$ cat config.mk
export PLATFORM = sky130hd
export DESIGN_NAME = query_command_tokenizer_flat
export DESIGN_NICKNAME = d
export VERILOG_FILES = /design/src/sv/qct_pkg.sv /design/src/sv/qct_cmd_if.sv /design/src/sv/qct_tok_if.sv /design/src/sv/query_command_tokenizer.sv /design/src/flat_wrapper.sv
export VERILOG_INCLUDE_DIRS = /design/src /design/src/sv
export SDC_FILE = /design/constraint.sdc
export NUM_CORES = 1
export LEC_CHECK = 0
export BUFFER_PORTS_ARGS = -buffer_cell sky130_fd_sc_hd__clkbuf_2
export CAP_MARGIN = 40
export CORE_AREA = 2 2 143 145
export CTS_CLUSTER_DIAMETER = 120
export DETAILED_ROUTE_END_ITERATION = 7
export DIE_AREA = 0 0 145 147
export PLACE_DENSITY = 0.8
export SYNTH_ARGS = -nofsm -noshare
export SYNTH_HDL_FRONTEND = slang
export SYNTH_SLANG_ARGS = --single-unit
$ cat constraint.sdc
create_clock -name clk -period 5.1 [get_ports clk]
set_input_delay 0.765 -clock clk [delete_from_list [all_inputs] [get_ports clk]]
set_output_delay 0.765 -clock clk [all_outputs]
set_load 0.03 [all_outputs]
$ cat src/sv/query_command_tokenizer_assert.svh
// ---------------------------------------------------------------------------
// query_command_tokenizer_assert.svh
// assertion macros for the query command tokenizer
// ---------------------------------------------------------------------------
`ifndef QUERY_COMMAND_TOKENIZER_ASSERT_SVH
`define QUERY_COMMAND_TOKENIZER_ASSERT_SVH

`ifndef SYNTH

// same-cycle implication
`define QCT_ASSERT_NOW(label, clk, rst_n, ante, cons, msg) \
	label: assert property (@(posedge clk) disable iff (!rst_n) (ante) |-> (cons)) \
		else $error(msg);

// next-cycle implication
`define QCT_ASSERT_NEXT(label, clk, rst_n, ante, cons, msg) \
	label: assert property (@(posedge clk) disable iff (!rst_n) (ante) |=> (cons)) \
		else $error(msg);

`else

`define QCT_ASSERT_NOW(label, clk, rst_n, ante, cons, msg)
`define QCT_ASSERT_NEXT(label, clk, rst_n, ante, cons, msg)

`endif

`endif

$ cat src/sv/qct_pkg.sv
// ---------------------------------------------------------------------------
// qct_pkg
// shared types, constants and helpers of the query command tokenizer
// ---------------------------------------------------------------------------
package qct_pkg;

	// sizes
	localparam int MAX_LINE      = 1024;
	localparam int POS_W         = $clog2(MAX_LINE);
	localparam int LEN_W         = POS_W + 1;
	localparam int KEYWORD_CHARS = 6;
	localparam int WORD_W        = 8 * KEYWORD_CHARS;
	localparam int CNT_W         = $clog2(KEYWORD_CHARS + 2);
	localparam int KIND_W        = 6;
	localparam int NUM_KW        = 15;
	localparam int QUEUE_DEPTH   = 4;
	localparam int QPTR_W        = $clog2(QUEUE_DEPTH);
	localparam int QCNT_W        = $clog2(QUEUE_DEPTH + 1);

	// token kinds
	typedef enum logic [KIND_W-1:0] {
		K_INT        = 6'd0,
		K_FLOAT      = 6'd1,
		K_STRING     = 6'd2,
		K_CHAR       = 6'd3,
		K_BOOL       = 6'd4,
		K_DATE       = 6'd5,
		K_TIME       = 6'd6,
		K_NEW        = 6'd7,
		K_SCOPE      = 6'd8,
		K_DOT        = 6'd9,
		K_COMMA      = 6'd10,
		K_ADD        = 6'd11,
		K_LBRACK     = 6'd12,
		K_RBRACK     = 6'd13,
		K_LPAREN     = 6'd14,
		K_RPAREN     = 6'd15,
		K_STR_DATA   = 6'd16,
		K_INT_DATA   = 6'd17,
		K_FLOAT_DATA = 6'd18,
		K_TRUE       = 6'd19,
		K_FALSE      = 6'd20,
		K_PRINT      = 6'd21,
		K_REMOVE     = 6'd22,
		K_UPDATE     = 6'd23,
		K_NOT        = 6'd24,
		K_OR         = 6'd25,
		K_AND        = 6'd26,
		K_ARROW      = 6'd27,
		K_EQUAL      = 6'd28,
		K_LESS       = 6'd29,
		K_GREATER    = 6'd30,
		K_LESS_EQ    = 6'd31,
		K_GREATER_EQ = 6'd32,
		K_IDENT      = 6'd33,
		K_EXIT       = 6'd34,
		K_END        = 6'd35
	} tok_kind_t;

	// end item status
	typedef enum logic [1:0] {
		ST_OK           = 2'd0,
		ST_UNKNOWN_CHAR = 2'd1,
		ST_UNCLOSED     = 2'd2
	} scan_status_t;

	// one result item
	typedef struct packed {
		tok_kind_t         kind;
		logic [POS_W-1:0]  start;
		logic [LEN_W-1:0]  length;
		scan_status_t      status;
		logic              last;
	} token_t;

	// character codes
	localparam logic [7:0] CH_NUL        = 8'h00;
	localparam logic [7:0] CH_SPACE      = 8'h20;
	localparam logic [7:0] CH_BANG       = 8'h21;
	localparam logic [7:0] CH_QUOTE      = 8'h22;
	localparam logic [7:0] CH_AMP        = 8'h26;
	localparam logic [7:0] CH_LPAREN     = 8'h28;
	localparam logic [7:0] CH_RPAREN     = 8'h29;
	localparam logic [7:0] CH_COMMA      = 8'h2C;
	localparam logic [7:0] CH_DASH       = 8'h2D;
	localparam logic [7:0] CH_DOT        = 8'h2E;
	localparam logic [7:0] CH_DIGIT_0    = 8'h30;
	localparam logic [7:0] CH_DIGIT_9    = 8'h39;
	localparam logic [7:0] CH_COLON      = 8'h3A;
	localparam logic [7:0] CH_LT         = 8'h3C;
	localparam logic [7:0] CH_EQ         = 8'h3D;
	localparam logic [7:0] CH_GT         = 8'h3E;
	localparam logic [7:0] CH_UPPER_A    = 8'h41;
	localparam logic [7:0] CH_UPPER_Z    = 8'h5A;
	localparam logic [7:0] CH_LBRACK     = 8'h5B;
	localparam logic [7:0] CH_RBRACK     = 8'h5D;
	localparam logic [7:0] CH_UNDERSCORE = 8'h5F;
	localparam logic [7:0] CH_LOWER_A    = 8'h61;
	localparam logic [7:0] CH_LOWER_Z    = 8'h7A;
	localparam logic [7:0] CH_BAR        = 8'h7C;

	// keyword table, text right-aligned with the first character highest
	localparam logic [WORD_W-1:0] KW_TEXT [NUM_KW] = '{
		WORD_W'("int"), WORD_W'("float"), WORD_W'("string"), WORD_W'("char"),
		WORD_W'("bool"), WORD_W'("date"), WORD_W'("time"), WORD_W'("new"),
		WORD_W'("add"), WORD_W'("print"), WORD_W'("remove"), WORD_W'("update"),
		WORD_W'("exit"), WORD_W'("true"), WORD_W'("false")
	};
	localparam logic [CNT_W-1:0] KW_LEN [NUM_KW] = '{
		CNT_W'(3), CNT_W'(5), CNT_W'(6), CNT_W'(4), CNT_W'(4), CNT_W'(4),
		CNT_W'(4), CNT_W'(3), CNT_W'(3), CNT_W'(5), CNT_W'(6), CNT_W'(6),
		CNT_W'(4), CNT_W'(4), CNT_W'(5)
	};
	localparam tok_kind_t KW_KIND [NUM_KW] = '{
		K_INT, K_FLOAT, K_STRING, K_CHAR, K_BOOL, K_DATE, K_TIME, K_NEW,
		K_ADD, K_PRINT, K_REMOVE, K_UPDATE, K_EXIT, K_TRUE, K_FALSE
	};

	function automatic logic is_letter(input logic [7:0] c);
		return (c >= CH_LOWER_A && c <= CH_LOWER_Z) ||
			(c >= CH_UPPER_A && c <= CH_UPPER_Z) || c == CH_UNDERSCORE;
	endfunction

	function automatic logic is_digit(input logic [7:0] c);
		return c >= CH_DIGIT_0 && c <= CH_DIGIT_9;
	endfunction

	// parallel keyword compare
	function automatic tok_kind_t word_kind(input logic [WORD_W-1:0] w,
			input logic [CNT_W-1:0] n);
		tok_kind_t k;
		k = K_IDENT;
		for (int i = 0; i < NUM_KW; i++) begin
			if (n == KW_LEN[i] && w == KW_TEXT[i]) begin
				k = KW_KIND[i];
			end
		end
		return k;
	endfunction

endpackage

$ cat src/sv/qct_cmd_if.sv
// ---------------------------------------------------------------------------
// qct_cmd_if
// command byte channel with valid/ready handshake
// ---------------------------------------------------------------------------
interface qct_cmd_if;
	logic       valid;
	logic       ready;
	logic [7:0] char_code;

	modport source(output valid, output char_code, input ready);
	modport sink(input valid, input char_code, output ready);
endinterface

$ cat src/sv/qct_tok_if.sv
// ---------------------------------------------------------------------------
// qct_tok_if
// token result channel with valid/ready handshake
// ---------------------------------------------------------------------------
interface qct_tok_if;
	import qct_pkg::*;

	logic              valid;
	logic              ready;
	logic [KIND_W-1:0] token_kind;
	logic [POS_W-1:0]  token_start;
	logic [LEN_W-1:0]  token_length;
	logic [1:0]        status;
	logic              last;

	modport source(output valid, output token_kind, output token_start,
		output token_length, output status, output last, input ready);
	modport sink(input valid, input token_kind, input token_start,
		input token_length, input status, input last, output ready);
endinterface

$ cat src/sv/query_command_tokenizer.sv
// ---------------------------------------------------------------------------
// query_command_tokenizer: streaming tokenizer, one command byte per transfer
// results: a byte's results enter the result queue on its transfer and leave in order,
//   behind any older results still waiting in the queue
// throughput: one byte per cycle while the 4-entry result queue has at least 2 free entries
// reset: arst_n clears scanner state and empties the queue at once
// ---------------------------------------------------------------------------
`include "query_command_tokenizer_assert.svh"

module query_command_tokenizer (
	input  logic      clk,
	input  logic      arst_n,
	qct_cmd_if.sink   cmd,
	qct_tok_if.source tok
);
	import qct_pkg::*;

	// scanner modes
	typedef enum logic [11:0] {
		M_IDLE   = 12'b0000_0000_0001,
		M_IDENT  = 12'b0000_0000_0010,
		M_NUMBER = 12'b0000_0000_0100,
		M_STRING = 12'b0000_0000_1000,
		M_COLON  = 12'b0000_0001_0000,
		M_BAR    = 12'b0000_0010_0000,
		M_AMP    = 12'b0000_0100_0000,
		M_DASH   = 12'b0000_1000_0000,
		M_EQ     = 12'b0001_0000_0000,
		M_LT     = 12'b0010_0000_0000,
		M_GT     = 12'b0100_0000_0000,
		M_SKIP   = 12'b1000_0000_0000
	} scan_mode_t;

	localparam logic [POS_W-1:0] POS_MAX = POS_W'(MAX_LINE - 1);

	scan_mode_t         mode_q;
	logic [WORD_W-1:0]  word_q;
	logic [CNT_W-1:0]   cnt_q;
	logic               dot_q;
	logic [POS_W-1:0]   tb_q;
	logic [POS_W-1:0]   position_q;
	scan_status_t       err_q;
	logic [POS_W-1:0]   errpos_q;

	scan_mode_t         n_mode;
	logic [WORD_W-1:0]  n_word;
	logic [CNT_W-1:0]   n_cnt;
	logic               n_dot;
	logic [POS_W-1:0]   n_tb;
	logic [POS_W-1:0]   n_pos;
	scan_status_t       n_err;
	logic [POS_W-1:0]   n_errpos;

	token_t             r0;
	token_t             r1;
	logic [1:0]         push_cnt;

	token_t             queue_q [QUEUE_DEPTH];
	logic [QPTR_W-1:0]  wr_ptr_q;
	logic [QPTR_W-1:0]  rd_ptr_q;
	logic [QCNT_W-1:0]  qcnt_q;

	logic               cmd_xfer;
	logic               tok_xfer;
	logic [1:0]         push;

	assign cmd_xfer = cmd.valid && cmd.ready;
	assign tok_xfer = tok.valid && tok.ready;
	assign push     = cmd_xfer ? push_cnt : 2'd0;

	// room for the two results a byte can cause
	assign cmd.ready = qcnt_q <= QCNT_W'(QUEUE_DEPTH - 2);

	// scanner next state and results of the offered byte
	always_comb begin
		logic [7:0]       c;
		logic [POS_W-1:0] cur;
		logic [POS_W-1:0] pos_inc;
		logic [LEN_W-1:0] span_len;
		logic             used;
		logic             e1_vld;
		logic             e2_vld;
		token_t           e1;
		token_t           e2;

		c        = cmd.char_code;
		cur      = position_q;
		pos_inc  = (cur == POS_MAX) ? cur : cur + 1'b1;
		span_len = (cur >= tb_q) ? LEN_W'(cur - tb_q) : '0;
		used     = 1'b0;
		e1_vld   = 1'b0;
		e2_vld   = 1'b0;
		e1       = '0;
		e2       = '0;
		n_mode   = mode_q;
		n_word   = word_q;
		n_cnt    = cnt_q;
		n_dot    = dot_q;
		n_tb     = tb_q;
		n_pos    = pos_inc;
		n_err    = err_q;
		n_errpos = errpos_q;

		// continue or close the open token
		unique case (mode_q)
			M_IDLE: begin
			end
			M_IDENT: begin
				if (is_letter(c) || is_digit(c)) begin
					if (cnt_q < CNT_W'(KEYWORD_CHARS)) begin
						n_word = {word_q[WORD_W-9:0], c};
						n_cnt  = cnt_q + 1'b1;
					end else begin
						n_cnt = CNT_W'(KEYWORD_CHARS + 1);
					end
					used = 1'b1;
				end else begin
					e1_vld    = 1'b1;
					e1.kind   = word_kind(word_q, cnt_q);
					e1.start  = tb_q;
					e1.length = span_len;
					n_mode    = M_IDLE;
				end
			end
			M_NUMBER: begin
				if (is_digit(c) || c == CH_DOT) begin
					if (c == CH_DOT) begin
						n_dot = 1'b1;
					end
					used = 1'b1;
				end else begin
					e1_vld    = 1'b1;
					e1.kind   = dot_q ? K_FLOAT_DATA : K_INT_DATA;
					e1.start  = tb_q;
					e1.length = span_len;
					n_mode    = M_IDLE;
				end
			end
			M_STRING: begin
				if (c == CH_QUOTE || c == CH_NUL) begin
					e1_vld    = 1'b1;
					e1.kind   = K_STR_DATA;
					e1.start  = tb_q;
					e1.length = span_len;
					n_mode    = M_IDLE;
					used      = (c == CH_QUOTE);
					if (c == CH_NUL) begin
						n_err    = ST_UNCLOSED;
						n_errpos = cur;
					end
				end else begin
					used = 1'b1;
				end
			end
			M_COLON, M_BAR, M_AMP, M_DASH, M_EQ: begin
				e1.start  = tb_q;
				e1.length = LEN_W'(2);
				n_mode    = M_IDLE;
				if (mode_q == M_COLON && c == CH_COLON) begin
					e1_vld  = 1'b1;
					e1.kind = K_SCOPE;
				end else if (mode_q == M_BAR && c == CH_BAR) begin
					e1_vld  = 1'b1;
					e1.kind = K_OR;
				end else if (mode_q == M_AMP && c == CH_AMP) begin
					e1_vld  = 1'b1;
					e1.kind = K_AND;
				end else if (mode_q == M_DASH && c == CH_GT) begin
					e1_vld  = 1'b1;
					e1.kind = K_ARROW;
				end else if (mode_q == M_EQ && c == CH_EQ) begin
					e1_vld  = 1'b1;
					e1.kind = K_EQUAL;
				end else begin
					n_err    = ST_UNKNOWN_CHAR;
					n_errpos = cur;
					n_mode   = M_SKIP;
				end
				used = (c != CH_NUL);
			end
			M_LT, M_GT: begin
				e1_vld   = 1'b1;
				e1.start = tb_q;
				n_mode   = M_IDLE;
				if (c == CH_EQ) begin
					e1.kind   = (mode_q == M_LT) ? K_LESS_EQ : K_GREATER_EQ;
					e1.length = LEN_W'(2);
					used      = 1'b1;
				end else begin
					e1.kind   = (mode_q == M_LT) ? K_LESS : K_GREATER;
					e1.length = LEN_W'(1);
				end
			end
			M_SKIP: begin
				used = (c != CH_NUL);
			end
			default: begin
				n_mode = M_IDLE;
			end
		endcase

		// scan the byte as the start of a new token
		if (!used) begin
			e2.start  = cur;
			e2.length = LEN_W'(1);
			if (c == CH_NUL) begin
				// end of command: report status, return to reset state
				e2_vld    = 1'b1;
				e2.kind   = K_END;
				e2.start  = (n_err != ST_OK) ? n_errpos : '0;
				e2.length = '0;
				e2.status = n_err;
				n_mode    = M_IDLE;
				n_word    = '0;
				n_cnt     = '0;
				n_dot     = 1'b0;
				n_tb      = '0;
				n_pos     = '0;
				n_err     = ST_OK;
				n_errpos  = '0;
			end else if (is_letter(c)) begin
				n_mode = M_IDENT;
				n_tb   = cur;
				n_word = WORD_W'(c);
				n_cnt  = CNT_W'(1);
			end else if (is_digit(c)) begin
				n_mode = M_NUMBER;
				n_tb   = cur;
				n_dot  = 1'b0;
			end else begin
				unique case (c)
					CH_SPACE: begin
					end
					CH_QUOTE: begin
						n_mode = M_STRING;
						n_tb   = pos_inc;
					end
					CH_LPAREN: begin
						e2_vld  = 1'b1;
						e2.kind = K_LPAREN;
					end
					CH_RPAREN: begin
						e2_vld  = 1'b1;
						e2.kind = K_RPAREN;
					end
					CH_COMMA: begin
						e2_vld  = 1'b1;
						e2.kind = K_COMMA;
					end
					CH_DOT: begin
						e2_vld  = 1'b1;
						e2.kind = K_DOT;
					end
					CH_LBRACK: begin
						e2_vld  = 1'b1;
						e2.kind = K_LBRACK;
					end
					CH_RBRACK: begin
						e2_vld  = 1'b1;
						e2.kind = K_RBRACK;
					end
					CH_BANG: begin
						e2_vld  = 1'b1;
						e2.kind = K_NOT;
					end
					CH_COLON: begin
						n_mode = M_COLON;
						n_tb   = cur;
					end
					CH_BAR: begin
						n_mode = M_BAR;
						n_tb   = cur;
					end
					CH_AMP: begin
						n_mode = M_AMP;
						n_tb   = cur;
					end
					CH_DASH: begin
						n_mode = M_DASH;
						n_tb   = cur;
					end
					CH_EQ: begin
						n_mode = M_EQ;
						n_tb   = cur;
					end
					CH_LT: begin
						n_mode = M_LT;
						n_tb   = cur;
					end
					CH_GT: begin
						n_mode = M_GT;
						n_tb   = cur;
					end
					default: begin
						n_err    = ST_UNKNOWN_CHAR;
						n_errpos = cur;
						n_mode   = M_SKIP;
					end
				endcase
			end
		end

		// order the results and mark the last one
		r0       = e1_vld ? e1 : e2;
		r1       = e2;
		r0.last  = !(e1_vld && e2_vld);
		r1.last  = 1'b1;
		push_cnt = 2'(e1_vld) + 2'(e2_vld);
	end

	// scanner state
	always_ff @(posedge clk or negedge arst_n) begin
		if (!arst_n) begin
			mode_q     <= M_IDLE;
			word_q     <= '0;
			cnt_q      <= '0;
			dot_q      <= 1'b0;
			tb_q       <= '0;
			position_q <= '0;
			err_q      <= ST_OK;
			errpos_q   <= '0;
		end else if (cmd_xfer) begin
			mode_q     <= n_mode;
			word_q     <= n_word;
			cnt_q      <= n_cnt;
			dot_q      <= n_dot;
			tb_q       <= n_tb;
			position_q <= n_pos;
			err_q      <= n_err;
			errpos_q   <= n_errpos;
		end
	end

	// result queue storage
	always_ff @(posedge clk) begin
		if (push != 2'd0) begin
			queue_q[wr_ptr_q] <= r0;
		end
		if (push == 2'd2) begin
			queue_q[wr_ptr_q + 1'b1] <= r1;
		end
	end

	// result queue pointers
	always_ff @(posedge clk or negedge arst_n) begin
		if (!arst_n) begin
			wr_ptr_q <= '0;
			rd_ptr_q <= '0;
			qcnt_q   <= '0;
		end else begin
			wr_ptr_q <= wr_ptr_q + QPTR_W'(push);
			rd_ptr_q <= rd_ptr_q + QPTR_W'(tok_xfer);
			qcnt_q   <= qcnt_q + QCNT_W'(push) - QCNT_W'(tok_xfer);
		end
	end

	// output side
	assign tok.valid        = qcnt_q != '0;
	assign tok.token_kind   = queue_q[rd_ptr_q].kind;
	assign tok.token_start  = queue_q[rd_ptr_q].start;
	assign tok.token_length = queue_q[rd_ptr_q].length;
	assign tok.status       = queue_q[rd_ptr_q].status;
	assign tok.last         = queue_q[rd_ptr_q].last;

	// checks
	`QCT_ASSERT_NEXT(a_end_clears_state, clk, arst_n, cmd_xfer && cmd.char_code == CH_NUL, mode_q == M_IDLE && position_q == '0 && err_q == ST_OK, "end of command did not clear scanner state")
	`QCT_ASSERT_NEXT(a_end_yields_result, clk, arst_n, cmd_xfer && cmd.char_code == CH_NUL, tok.valid, "end of command produced no result")
	`QCT_ASSERT_NOW(a_skip_has_error, clk, arst_n, mode_q == M_SKIP, err_q == ST_UNKNOWN_CHAR, "skip mode without error status")
	`QCT_ASSERT_NOW(a_queue_bound, clk, arst_n, 1'b1, qcnt_q <= QCNT_W'(QUEUE_DEPTH), "result queue overflow")

endmodule

$ cat src/flat_wrapper.sv
// flat-port wrapper written by rule: the top's interface ports become plain ports
module query_command_tokenizer_flat import qct_pkg::*;
  (clk, arst_n, cmd_valid, cmd_char_code, cmd_ready, tok_valid, tok_token_kind, tok_token_start, tok_token_length, tok_status, tok_last, tok_ready);
  qct_cmd_if cmd_i ();
  qct_tok_if tok_i ();
  input  logic clk;
  input  logic arst_n;
  input wire logic [$bits(cmd_i.valid)-1:0] cmd_valid;
  input wire logic [$bits(cmd_i.char_code)-1:0] cmd_char_code;
  output wire logic [$bits(cmd_i.ready)-1:0] cmd_ready;
  output wire logic [$bits(tok_i.valid)-1:0] tok_valid;
  output wire logic [$bits(tok_i.token_kind)-1:0] tok_token_kind;
  output wire logic [$bits(tok_i.token_start)-1:0] tok_token_start;
  output wire logic [$bits(tok_i.token_length)-1:0] tok_token_length;
  output wire logic [$bits(tok_i.status)-1:0] tok_status;
  output wire logic [$bits(tok_i.last)-1:0] tok_last;
  input wire logic [$bits(tok_i.ready)-1:0] tok_ready;
  assign cmd_i.valid = cmd_valid;
  assign cmd_i.char_code = cmd_char_code;
  assign cmd_ready = cmd_i.ready;
  assign tok_valid = tok_i.valid;
  assign tok_token_kind = tok_i.token_kind;
  assign tok_token_start = tok_i.token_start;
  assign tok_token_length = tok_i.token_length;
  assign tok_status = tok_i.status;
  assign tok_last = tok_i.last;
  assign tok_i.ready = tok_ready;
  query_command_tokenizer u_core (.clk(clk), .arst_n(arst_n), .cmd(cmd_i), .tok(tok_i));
endmodule
# Word-level counts from Yosys, hierarchy flattened
# Memory sizes are Yosys's and may differ from the RTL's.
# Cells that the tools add are included.
# totals
latch_bits	0
mem_bits_rw	120
elab_cells	256
rom_bits	0
inputBits	12
output_inout_bits	32
regBits	103
memories	1
# classes
shifts	0
order_cmp	9
n_bitwise	1
n_div	0
reduce_logical	47
n_eq_ne	50
n_mul	0
n_addsub	9
n_mux	128
# mem_list
name	depth	word_bits	rd	rd_ports_with_merged_regs	write_ports	line_no	text
u_core.queue_q	4	30	1	0	2	query_command_tokenizer.sv:58	token_t queue_q [QUEUE_DEPTH];
# op_table
cell	count
$eq 48x31->1 const B	6
$mux 48	6
$mux 10	19
$eq 48x23->1 const B	3
$eq 48x39->1 const B	3
$eq 48x47->1 const B	3
$mux 12	12
$mux 6	24
$pmux 27 s5	1
$pmux 12 s9	1
$eq 8x6->1 const B	13
$pmux 12 s5	1
$mux 27	2
$pmux 10 s2	2
$pmux 5 s7	1
$eq 8x7->1 const B	4
$mux 2	16
$mux 30	1
$mux 29	1
$mux 1	28
$logic_and 1x1->1	26
$mux 26	1
$mux 23	1
$mux 3	6
51 further kinds	63

# Logic depth before layout (Yosys ltp)
# depth
word_depth	20
depth_mapped	18
mapped_depth_nobuf	13

# Least setup slack after synthesis
# OpenSTA, ideal clock, no wires.
# synth_path
path_type	input port to flip-flop
start	input port cmd_char_code[7]
end	memory u_core.queue_q[0][14] (netlist bit) (enable)
t_arrival_ps	4218
setup_slack_ps	507
t_required_ps	4725
path_stages	12
path_buffers	1
setup_ps	375
path_cell_list	clkbuf_1 -> or4b_1 -> nor3_2 -> nor3_1 -> or3_1 -> nor3_2 -> inv_1 -> ha_1 -> nor2_1 -> nor4_1 -> nor2_1 -> inv_1
# synth_rtl
element	line_no	text
start, declared	flat_wrapper.sv:9	input wire logic [$bits(cmd_i.char_code)-1:0] cmd_char_code;
end, declared	query_command_tokenizer.sv:58	

==> impl_metrics.tcl <==
set metrics [dict create \
    routed-via-count 10400 \
    setup_viol_count_final 0 \
    setup.worst_path.class "flip-flop to flip-flop" \
    finalWeightedCongestion 0.977 \
    first_global_vias 10100 \
    final-max-slew-violation-count 0 \
    dp.cells 1473 \
    worst_slew_pin_slew_ns 0.910 \
    cts_resized 0 \
    p_comb_share_pct 33.2 \
    fp.dieH_um 147 \
    power-per-cell-area_nw_per_um2 449 \
    cts_buffer_depth 3 \
    fraction_of_the_mapped_netlist_area_in_simple_logic_gates_pct 19.6 \
    postSynthCellCount 1194 \
    tritoncts "done" \
    ys.warnings.count 0 \
    via_per_inst 6.87 \
    highest_fanout_seen_on_the_critical_path 20 \
    clock-root-buffer "clkbuf_16" \
    detailedRoute.firstPassIterationCount 7 \
    cts_post_setup_buffers_inserted 0 \
    number_of_enable_type_register_cells_in_the_synthesized_netlist 76 \
    detail_route.iter0.violations 1122 \
    cts_hold_repair.buffers 0 \
    mostFrequentLayoutCell "nand2_1" \
    swShare_pct 36.8 \
    synth.distinct_cells 84 \
    final_layout_size_suffix_gt1_share_pct 15.7 \
    fin_skew_ns 0.0112 \
    cell_with_the_biggest_individual_delay_on_the_critical_path "or4_1" \
    layoutNonFillerInstCount 1519 \
    largest_net_degree_at_the_start_of_global_routing 65 \
    layout_min_cycle_time_ns 4.56 \
    hold_viol 0 \
    finalNetCount 1268 \
    seq_area_frac_synth_pct 46.9 \
    crit_required_ns 5.51 \
    ant_nets 0 \
    min_path_type "input pin to async pin" \
    layout_worst_path_cycle_share_pct 89.4 \
    fmax_mhz 219 \
    crit_arrival_ns 4.97 \
    detailedPlacementHpwl_um 24200 \
    antenna_violations_before_repair 0 \
    setup_repair_after_global_routing_missed_its_margin "no" \
    synthXorXnorAreaFrac_pct 1.57 \
    worst_path_dominant_cell_family "simple AND/OR/NAND/NOR gates" \
    layout.filler_cells 1474 \
    net_switching_mw 2.26 \
    area_growth_syn_to_layout_pct 11.7 \
    ctsHtreeMaxLevel 1 \
    cellLeakagePower_nw 5.29 \
    synth_fa_ha_area_share_pct 2.78 \
    power.share.clock_pct 29.9 \
    synth_fp_nets 1232 \
    route.detailed.wl_per_inst_um 22.3 \
    critical_path.max_stage_delay_ns 0.63 \
    critical_path.startpoint_type "flip-flop" \
    cts-buffers-inserted 25 \
    clock_insertion_delay_worst_skew_ns 0.52 \
    path_cells "or4_1, or4_1, a211oi_1, nor4_1, buf_4, nand2_1, a21oi_1, ha_1, nor2_1, nor2_1, and3_1, nor2_1, inv_1, buf_4, o22a_1" \
    flops_latches_synth 223 \
    most_common_cell_type_on_the_critical_path "nor2_1" \
    synth_flop_type "dfrtp_1" \
    largest_family_of_logic_cells_by_synthesized_area "compound AO/OA/AOI/OAI gates" \
    max-cap-violations 0 \
    netlist_area_um2 12200 \
    p_seq_share_pct 36.9 \
    path_buf_inv 3 \
    layout.area.seq_um2 5740 \
    status "complete, no violations" \
    async_reset_ff_share_pct 46.2 \
    row_count 52 \
    port_buffers 43 \
    clock-sinks 223 \
    design.core.area_um2 19800 \
    multi_input_comb_area_um2 6060 \
    diode_count 0 \
    synth.mux.area_fraction_pct 5.77 \
    post_route_drc 0 \
    cell_int_power_mw 3.89 \
    fp.dieArea_um2 21300 \
    die_width_um 145 \
    syn_avg_cell_area_um2 10.3 \
    peakVddDrop_mv 0.262 \
    grt.total_usage_pct 32.1 \
    slew_headroom_pct 38.8 \
    grt-ovfl-total 0 \
    initial_cell_density_of_the_core_pct 61.7 \
    drt_wl_total_um 33900 \
    worstSetupEndpointType "flip-flop" \
    synth_compound_gate_area_share_pct 19.7 \
    clock_transition_at_the_registers_of_the_reported_paths_ns 0.06 \
    setup-tns-final_ns 0 \
    pin_count 44 \
    layout.cells.most_common_list "nand2_1 (123), dfrtp_1 (101), a22o_1 (76), edfxtp_1 (76), nor2_1 (75)" \
    global_route_wire_length_before_repair_um 55100 \
]
-- cells by family after synthesis --
family,after synthesis
multiplexers,33
buffers and inverters,116
adder cells (fa/ha/maj),26
AND/OR/NAND/NOR,436
AO/OA/AOI/OAI,338
flip-flops,223
XOR/XNOR,22
-- layout make-up --
| type | count | share of cell area (%) |
|---|---|---|
| sequential | 223 | 42.0 |
| clock buffer | 34 | 5.27 |
| inverter | 42 | 1.15 |
| timing repair buffer | 83 | 3.86 |
| multi-input combinational | 855 | 44.3 |
| tap | 270 | 2.47 |
| clock inverter | 12 | 0.924 |
-- per-layer routing --
metal	wire length [um]	part of all wire, %	GRT usage (%)	up-vias
met5	0	0	0	-
met3	3320	9.8	5.81	95
met1	13900	41	45.3	5030
li1	-	-	-	4684
met2	15500	46	50.7	630
met4	1190	3.5	11.2	0
-- worst paths after layout --
kind	from	endpoint	cells after the start	slack, ns
max	u_core.mode_q[1]	u_core.queue_q[3][0]	15	0.54
min	arst_n	u_core.word_q[15]	1	0.34
max reg2reg	u_core.mode_q[1]	u_core.queue_q[3][0]	15	0.54
min reg2reg	u_core.queue_q[2][9]	u_core.queue_q[2][9]	2	0.45
max in group asynchronous	arst_n	u_core.errpos_q[8]	2	3.72
min in group clk	u_core.queue_q[2][9]	u_core.queue_q[2][9]	2	0.45
-- registers in the layout, indices dropped and copies added (netlist names) --
signal,count
u_core.queue_q,120
u_core.word_q,48
u_core.mode_q,12
u_core.errpos_q,10
u_core.position_q,10
u_core.tb_q,10
u_core.cnt_q,3
u_core.qcnt_q,3
u_core.err_q,2
u_core.rd_ptr_q,2
u_core.wr_ptr_q,2
u_core.dot_q,1
-- cell usage after synthesis (all sizes together), types with 29 or more instances --
library cell	instances	area, um2
edfxtp	76	2280
nor2	76	285
a21oi	38	213
o22ai	47	294
clkbuf	48	180
nor3	29	165
dfxtp	44	881
inv	42	158
o21ai	73	365
dfrtp	102	2550
a22o	76	666
mux4	30	676
nand2	124	468
-- through the flow --
stage               util (%)  instance area [um2]  total power, mW  setup slack, ns  hold slack (ns)
CTS                     68.9                13700             6.13            0.616            0.365
global route            68.9                13700             6.42            0.243            0.422
finish                  68.9                13700             6.15            0.541            0.336
floorplan                  -                12200             3.68            0.507            0.420
global placement        64.5                12800             4.24            0.380            0.429
detailed placement      64.7                12800             4.30            0.276            0.442
-- power groups by stage --
stage	Combinational (mW)	Clock, mW	Sequential [mW]
5_1_grt	2.20	1.92	2.30
3_5_place_dp	2.00	0	2.29
6_report	2.04	1.84	2.27
4_1_cts	2.02	1.85	2.26
2_1_floorplan	1.52	0	2.16
3_3_place_gp	1.91	0	2.33
-- worst register-to-register path: cells and delay by family, from the launching register on --
family                   cells  cell delay (ns)
AND/OR/NAND/NOR              8             2.51
AO/OA/AOI/OAI                3             0.64
buffers and inverters        3             0.50
flip-flops                   1             0.41
adder cells (fa/ha/maj)      1             0.38
(Power assumes the default switching activity.)
